File: config.mk
export PLATFORM = sky130hd
export DESIGN_NAME = spfa_ctrl
export DESIGN_NICKNAME = d
export VERILOG_FILES = /design/src/hw/rtl/spfa_pkg.sv /design/src/hw/rtl/spfa_ctrl.sv
export SDC_FILE = /design/constraint.sdc
export NUM_CORES = 1
export LEC_CHECK = 0
export BUFFER_PORTS_ARGS = -buffer_cell sky130_fd_sc_hd__buf_4
export CORE_AREA = 2 2 46 48
export DETAILED_ROUTE_END_ITERATION = 12
export DIE_AREA = 0 0 48 50
export GPL_TIMING_DRIVEN = 1
export HOLD_SLACK_MARGIN = 0.02
export PLACE_DENSITY = 0.57
export SLEW_MARGIN = 20
export SYNTH_ARGS = -nofsm -noshare
export SYNTH_HDL_FRONTEND = slang
export SYNTH_SLANG_ARGS = --single-unit
File: constraint.sdc
create_clock -name clk_i -period 4 [get_ports clk_i]
set_input_delay 0.8 -clock clk_i [delete_from_list [all_inputs] [get_ports clk_i]]
set_output_delay 0.8 -clock clk_i [all_outputs]
set_load 0.01 [all_outputs]
File: src/hw/rtl/spfa_pkg.sv
// ----------------------------------------------------------------------------
// SPFA shortest path package
// Shared types and constants of the controller and the datapath.
// ----------------------------------------------------------------------------
`timescale 1ns / 1ps
`default_nettype none

package spfa_pkg;

  localparam int unsigned COST_W  = 32;
  localparam int unsigned CNT_W   = 11;
  localparam logic [CNT_W-1:0] TALLY_MAX = 11'd2047;
  localparam logic [CNT_W-1:0] NODE_COUNT_RESET = 11'd1024;

  typedef enum logic [1:0] {
    FUNC_ADD   = 2'd0,
    FUNC_SOLVE = 2'd1,
    FUNC_CLEAR = 2'd2
  } func_e;

  typedef enum logic [3:0] {
    ST_IDLE,
    ST_ADD_RD,
    ST_ADD_WR,
    ST_CLR_HEAD,
    ST_INIT,
    ST_SEED,
    ST_POP,
    ST_NODE_RD,
    ST_POP_UPD,
    ST_EDGE_RD,
    ST_DEST_RD,
    ST_RELAX,
    ST_TGT_RD,
    ST_RESULT
  } state_e;

  typedef enum logic [3:0] {
    OP_NONE,
    OP_HEAD_RD,
    OP_ADD_WR,
    OP_CLR_HEAD,
    OP_CLR_NODE,
    OP_SEED,
    OP_POP_RD,
    OP_NODE_RD,
    OP_POP_UPD,
    OP_SET_NEG,
    OP_EDGE_RD,
    OP_DEST_RD,
    OP_RELAX,
    OP_TGT_RD,
    OP_RESULT
  } dp_op_e;

  typedef struct packed {
    logic   accept;
    dp_op_e op;
  } cmd_t;

  typedef struct packed {
    logic [1:0] in_func;
    logic       in_ok;
    logic       sweep_last;
    logic       used_zero;
    logic       p_zero;
    logic       tally_hit;
    logic       out_free;
  } sts_t;

  typedef struct packed {
    logic                     reached;
    logic                     queued;
    logic [CNT_W-1:0]         tally;
    logic signed [COST_W-1:0] best;
  } node_t;

endpackage

`default_nettype wire

File: src/hw/rtl/spfa_ctrl.sv
// ----------------------------------------------------------------------------
// SPFA controller
// State machine that sequences edge loads, graph clears and solves.
// ----------------------------------------------------------------------------
`timescale 1ns / 1ps
`default_nettype none

module spfa_ctrl (
  input  wire logic          clk_i,
  input  wire logic          rst_ni,
  input  wire logic          req_valid_i,
  input  spfa_pkg::sts_t     sts_i,
  output spfa_pkg::cmd_t     cmd_o
);

  spfa_pkg::state_e state_q, state_d;

  always_ff @(posedge clk_i or negedge rst_ni) begin
    if (!rst_ni) begin
      state_q <= spfa_pkg::ST_CLR_HEAD;
    end else begin
      state_q <= state_d;
    end
  end

  always_comb begin
    state_d = state_q;
    cmd_o.accept = 1'b0;
    cmd_o.op = spfa_pkg::OP_NONE;
    unique case (state_q)
      spfa_pkg::ST_IDLE: begin
        cmd_o.accept = 1'b1;
        if (req_valid_i) begin
          case (sts_i.in_func)
            spfa_pkg::FUNC_ADD:   state_d = sts_i.in_ok ? spfa_pkg::ST_ADD_RD
                                                        : spfa_pkg::ST_IDLE;
            spfa_pkg::FUNC_CLEAR: state_d = spfa_pkg::ST_CLR_HEAD;
            spfa_pkg::FUNC_SOLVE: state_d = sts_i.in_ok ? spfa_pkg::ST_INIT
                                                        : spfa_pkg::ST_TGT_RD;
            default:              state_d = spfa_pkg::ST_IDLE;
          endcase
        end
      end
      spfa_pkg::ST_ADD_RD: begin
        cmd_o.op = spfa_pkg::OP_HEAD_RD;
        state_d = spfa_pkg::ST_ADD_WR;
      end
      spfa_pkg::ST_ADD_WR: begin
        cmd_o.op = spfa_pkg::OP_ADD_WR;
        state_d = spfa_pkg::ST_IDLE;
      end
      spfa_pkg::ST_CLR_HEAD: begin
        cmd_o.op = spfa_pkg::OP_CLR_HEAD;
        if (sts_i.sweep_last) state_d = spfa_pkg::ST_IDLE;
      end
      spfa_pkg::ST_INIT: begin
        cmd_o.op = spfa_pkg::OP_CLR_NODE;
        if (sts_i.sweep_last) state_d = spfa_pkg::ST_SEED;
      end
      spfa_pkg::ST_SEED: begin
        cmd_o.op = spfa_pkg::OP_SEED;
        state_d = spfa_pkg::ST_POP;
      end
      spfa_pkg::ST_POP: begin
        if (sts_i.used_zero) begin
          state_d = spfa_pkg::ST_TGT_RD;
        end else begin
          cmd_o.op = spfa_pkg::OP_POP_RD;
          state_d = spfa_pkg::ST_NODE_RD;
        end
      end
      spfa_pkg::ST_NODE_RD: begin
        cmd_o.op = spfa_pkg::OP_NODE_RD;
        state_d = spfa_pkg::ST_POP_UPD;
      end
      spfa_pkg::ST_POP_UPD: begin
        if (sts_i.tally_hit) begin
          cmd_o.op = spfa_pkg::OP_SET_NEG;
          state_d = spfa_pkg::ST_TGT_RD;
        end else begin
          cmd_o.op = spfa_pkg::OP_POP_UPD;
          state_d = spfa_pkg::ST_EDGE_RD;
        end
      end
      spfa_pkg::ST_EDGE_RD: begin
        if (sts_i.p_zero) begin
          state_d = spfa_pkg::ST_POP;
        end else begin
          cmd_o.op = spfa_pkg::OP_EDGE_RD;
          state_d = spfa_pkg::ST_DEST_RD;
        end
      end
      spfa_pkg::ST_DEST_RD: begin
        cmd_o.op = spfa_pkg::OP_DEST_RD;
        state_d = spfa_pkg::ST_RELAX;
      end
      spfa_pkg::ST_RELAX: begin
        cmd_o.op = spfa_pkg::OP_RELAX;
        state_d = spfa_pkg::ST_EDGE_RD;
      end
      spfa_pkg::ST_TGT_RD: begin
        cmd_o.op = spfa_pkg::OP_TGT_RD;
        state_d = spfa_pkg::ST_RESULT;
      end
      spfa_pkg::ST_RESULT: begin
        if (sts_i.out_free) begin
          cmd_o.op = spfa_pkg::OP_RESULT;
          state_d = spfa_pkg::ST_IDLE;
        end
      end
      default: state_d = spfa_pkg::ST_IDLE;
    endcase
  end

endmodule

`default_nettype wire

==> results of run 1 <==
-- power groups by stage --
stage	clock [mW]	sequential (mW)	combinational, mW
2_1_floorplan	0	0.0740	0.252
3_3_place_gp	0	0.144	0.255
3_5_place_dp	0	0.144	0.257
4_1_cts	0.0549	0.145	0.256
5_1_grt	0.0584	0.155	0.285
6_report	0.0516	0.146	0.253
-- worst max-delay path, cell delays in order (launching register included) --
cell	delay [ns]
dfrtp_1	0.69
nand2_1	0.22
o32ai_1	0.32
o21ai_0	0.14
o31ai_1	0.11
buf_4	0.16
-- worst min-delay path by stage --
stage	startpoint	to	slack [ns]
finish	rst_ni	state_q[2]	0.35
CTS	rst_ni	state_q[2]	0.34
global placement	rst_ni	state_q[2]	0.60
floorplan	rst_ni	state_q[2]	0.50
global route	rst_ni	state_q[2]	0.33
detailed placement	rst_ni	state_q[2]	0.60
-- stage by stage --
step	total power [mW]	area, sq um	worst slack, ns
final	0.450	667	1.33
after global routing	0.498	667	1.15
after CTS	0.455	667	1.32
after detailed placement	0.400	644	1.56
after global placement	0.399	644	1.59
after floorplan	0.326	541	1.80
-- layout make-up --
class                      count  area share (%)
multi-input combinational     61            56.5
timing repair buffer          15            16.9
sequential                     4            15.4
tap                           27            5.07
clock buffer                   3            3.38
inverter                       5            2.81
-- synthesized netlist by cell type, types with 3 or more instances --
cell type / number / area [sq um]
buf_2: 4 / 20.0
clkbuf_1: 3 / 11.3
nor2_1: 3 / 11.3
inv_1: 5 / 18.8
o21ai_0: 11 / 55.1
o31ai_1: 3 / 22.5
nand2b_1: 3 / 18.8
a21oi_1: 10 / 50.1
nand2_1: 4 / 15.0
nor4_1: 3 / 18.8
-- layer usage --
layer  wire, um  global-route usage [%]  vias up
met5          0                       0        -
li1           -                       -      315
met4         10                    8.11        0
met3         56                       0        2
met1        747                    21.9      262
met2        611                    15.6       13
-- cell families (layout without fill, tap and decap cells) --
family / after synthesis / in the layout / synth area share [%]
compound gates: 35 / 35 / 41.0
buf+inv: 13 / 23 / 11.3
flops: 4 / 4 / 19.0
simple gates: 26 / 26 / 28.7
==> flow_summary.ini, run 1 <==
[placement]
gp_congestion = 0.774
place.port_buffers = 15
dp_cells = 112
hpwlAfterDp_um = 986

[layout]
mostFrequentLayoutCells = 15 x buf_4, 11 x o21ai_0, 10 x a21oi_1
nFillCells = 218
layout-drive-gt1-share_pct = 26.1
regMostFlops = state_q
finalNonFillerCells = 115
largest_register_ffs = 4
areaGrowthSynthToFinish_pct = 23.4
nets = 101
final_util_pct = 35.1
final_common_cell = buf_4
antenna_cells = 0
multi_input_area_sq_um = 377
seqCellArea_sq_um = 103
top_regs = state_q (4)

[global_route]
grt_pass1_wl_um = 2330
track_usage_pct = 13.1
grt.overflow.total = 0
antenna_found_initial = 0
grt_max_degree = 27
grt_pass1_vias = 515

[setup_path]
rr_worst_depth = 4
endpoint = cmd_o[2]
critPathArrivalTime_ns = 1.87
r2r_end = state_q[3]
r2r-start = state_q[2]
r2r_slack_ns = 2.08
startpoint = state_q[3]
worstSetupPathType = reg -> out
required_ns = 3.20
cp-end-kind = output pin
start_kind = flop
crit_fanout = 22

[yosys]
yosys_warnings = 0
postSynthRegisterBits = 4
synth_seq_area_share_pct = 19.0
syn-mean-instance-area_sq_um = 6.93
ys.flop_type = dfstp_2
syn_inst = 78
ys_types = 32
synth_edf_count = 0
synthesis.nets = 89
synth_area_sq_um = 541
async_flop_share_pct = 100

[timing]
max_freq_ghz = 0.374
setup_tns_ns = 0
hold_viol_final = 0
rsz0062_at_grt = no
finalCriticalPeriod_ns = 2.67
relSlewSlack_pct = 53.9
fin_worst_hold_slack_ns = 0.348
setup_viol = 0
post-route-period-util_pct = 66.8
worstMarginPinSlew_ns = 0.692
skew_ns = 0.00181
timing.final.max_slew_violations = 0

[floorplanning]
die_w_um = 48
coreArea_sq_um = 1900
initial_core_util_pct = 28.4
rows = 16
io_pins = 16
die_area_sq_um = 2400
die_y_um = 50

[pwr]
irDropWorstVdd_mv = 0.240
p_sw_mw = 0.222
p_leak_nw = 0.249
swShare_pct = 49.5
pwr-share-clk_pct = 11.5
p_per_area_nw_per_um2 = 675
seqPwrFrac_pct = 32.4
p_int_mw = 0.227
power_frac_comb_pct = 56.2

[detailed_routing]
wire_per_inst_um = 12.4
vias = 592
via_per_inst = 5.15
first_iter_violations = 22
first_pass_iters = 4
ant_nets = 0
routed_wl_um = 1430
drc = 0

[clock_tree]
ctsHoldBuffers = 0
cts_resized = 0
clk_latency_ns = 0.24
cts_root_buf = clkbuf_4
numCtsBuffers = 3
cts_tree = built
htree_num_levels = 1
clk_pin_slew_worst_paths_ns = 0.04
cts.sinks = 4
cts.path.max_buffers = 2
postCtsSetupRepairBufs = 0

[hold_path]
hold_path_class = in -> async

[outcome]
outcome = completed

[run]
drv_cap = 0
(Power assumes the default switching activity.)
==> inputs of run 2 (changes only) <==
Settings changed: ABC_AREA from default to 1, CORE_AREA 2 2 46 48 to 2 2 44 46, DIE_AREA 0 0 48 50 to 0 0 46 48, PLACE_DENSITY 0.57 to 0.59.
Clock period 4 ns to 2.3 ns, I/O delays scaled along.
==> flow_summary.ini, run 2 <==
[setup_path]
cp_cell_sequence = inv_1 -> nor2_2 -> nand2_1 -> nor2_1 -> inv_1 -> nand2_1 -> nor2_1 -> nand2_1 -> buf_4
required_ns = 1.84
crit_fanout = 5
rr_worst_depth = 7
cp-end-kind = output pin
r2r_end = state_q[2]
r2r-start = state_q[0]
worstSetupPathType = reg -> out
critPathSlowestCell = dfstp_2
critPathArrivalTime_ns = 1.55
r2r_slack_ns = 0.83
start_kind = flop
critical_path.max_stage_delay_ns = 0.57
crit_top_cell = nand2_1

[timing]
max_freq_ghz = 0.498
worstMarginPinSlew_ns = 0.312
hold_viol_final = 0
relSlewSlack_pct = 79.1
fin_worst_hold_slack_ns = 0.480
rsz0062_at_grt = no
timing.final.max_slew_violations = 0
setup_viol = 0
setup_tns_ns = 0
post-route-period-util_pct = 87.4
finalCriticalPeriod_ns = 2.01
setup_ws_ns = 0.291
skew_ns = 0.00211

[floorplanning]
die_w_um = 46
initial_core_util_pct = 28.5
die_area_sq_um = 2210
io_pins = 16
rows = 15
coreArea_sq_um = 1690
die_y_um = 48

[placement]
place_ws_ns = 0.522
place.port_buffers = 15
dp_cells = 125
gp_congestion = 0.923
hpwlAfterDp_um = 1090

[yosys]
synthXorXnorAreaFrac_pct = 0
async_flop_share_pct = 100
yosysMostFrequentCell = nand2_1
synth_edf_count = 0
synth_seq_area_share_pct = 21.3
synthesis.nets = 104
yosys.area_share.simple_pct = 57.1
synth_fa_ha_area_share_pct = 0
syn-mean-instance-area_sq_um = 5.18
synth-compound-area-share_pct = 9.09
synthMuxAreaShare_pct = 0
synth_area_sq_um = 482
netlist_top_cells_count = 33 x nand2_1, 15 x inv_1, 14 x nor2_1
ys.flop_type = dfstp_2
syn_inst = 93
ys_types = 14
synth_top_area_share_pct = 25.7
synth_top_family_by_area = simple AND/OR/NAND/NOR gates
postSynthRegisterBits = 4
yosysTopAreaCell = nand2_1
yosys_warnings = 0
yosys-top-cells-area = nand2_1 26%, nand3_1 12%, inv_1 12%

[clock_tree]
cts_tree = built
cts_root_buf = clkbuf_4
cts.sinks = 4
ctsHoldBuffers = 1
cts_resized = 0
clk_latency_ns = 0.24
htree_num_levels = 1
clk_pin_slew_worst_paths_ns = 0.04
numCtsBuffers = 3
postCtsSetupRepairBufs = 0
cts.path.max_buffers = 2

[layout]
nets = 125
largest_register_ffs = 4
finalNonFillerCells = 129
antenna_cells = 0
areaGrowthSynthToFinish_pct = 34.5
mostFrequentLayoutCells = 33 x nand2_1, 15 x inv_1, 15 x buf_4
layout-drive-gt1-share_pct = 22.3
regMostFlops = state_q
top_regs = state_q (4)
final_common_cell = nand2_1

[detailed_routing]
ant_nets = 0
routed_wl_um = 1280
first_pass_iters = 4
first_iter_violations = 19
wire_per_inst_um = 9.92
via_per_inst = 4.89
vias = 631
drc = 0

[global_route]
grt_pass1_wl_um = 2130
grt.overflow.total = 0
grt_pass1_vias = 539
antenna_found_initial = 0
track_usage_pct = 13.7
grt_max_degree = 8

[hold_path]
hold_depth = 4
min_to = state_q[1]
hp-start = sts_i[4]
hold_path_class = in -> reg

[pwr]
p_total_mw = 0.721
irDropWorstVdd_mv = 0.403
p_leak_nw = 0.393
p_per_area_nw_per_um2 = 1110

[run]
drv_cap = 0

[outcome]
outcome = completed
run 2: cell types whose count changed after synthesis, sizes merged, moves of 5 or more:
cell   previous run  this run
a21oi            10         3
buf               5         0
inv               5        16
nand2             4        33
nand3             2        12
nor2              3        18
o21ai            12         4
run 2: critical path: cells and delay by family (launching register included):
kind / cells / cell delay, ns
buffers and inverters: 3 / 0.25
and+or+nand+nor: 6 / 0.50
DFF: 1 / 0.57
run 2: area by class of cell:
class	count	area [sq um]
Clock buffer	3	22.5
Fill cell	187	1040
Inverter	16	60.1
Multi-Input combinational cell	73	319
Sequential cell	4	103
Tap cell	17	21.3
Timing Repair Buffer	16	123
run 2: worst max path at each step:
stage                from       end  slack, ns  depth (start not counted)
5_1_grt        state_q[1]  cmd_o[2]       0.15                          7
3_5_place_dp   state_q[0]  cmd_o[2]       0.52                          9
4_1_cts        state_q[0]  cmd_o[2]       0.27                          9
2_1_floorplan  state_q[0]  cmd_o[1]       0.71                          8
6_report       state_q[0]  cmd_o[1]       0.29                          9
3_3_place_gp   state_q[0]  cmd_o[1]       0.52                          9
run 2: layer usage:
metal	global-route usage, %	vias to the layer above	part of all wire [%]
li1	-	329	-
met1	17.5	274	44
met2	20.3	23	46
met3	2.26	5	6.3
met4	10.9	0	3.0
met5	0	-	0
run 2: cells by family (layout without fill, tap and decap cells):
logic type / count (synthesis) / after routing
compound gates: 8 / 8
buf+inv: 16 / 35
flops: 4 / 4
simple gates: 65 / 65
run 2: stage by stage:
step | cell area, sq um | utilization [%]
final | 648 | 38.4
after global routing | 648 | 38.4
after CTS | 648 | 38.4
after detailed placement | 616 | 36.4
after global placement | 616 | 36.4
after floorplan | 482 | -
run 2: where the power goes:
| group | total (mW) | internal [mW] | switching [mW] | leakage (nW) |
|---|---|---|---|---|
| combinational | 0.476 | 0.190 | 0.286 | 0.332 |
| sequential | 0.155 | 0.112 | 0.0429 | 0.0468 |
| clock | 0.0896 | 0.0585 | 0.0311 | 0.0138 |
| total | 0.721 | 0.361 | 0.360 | 0.393 |
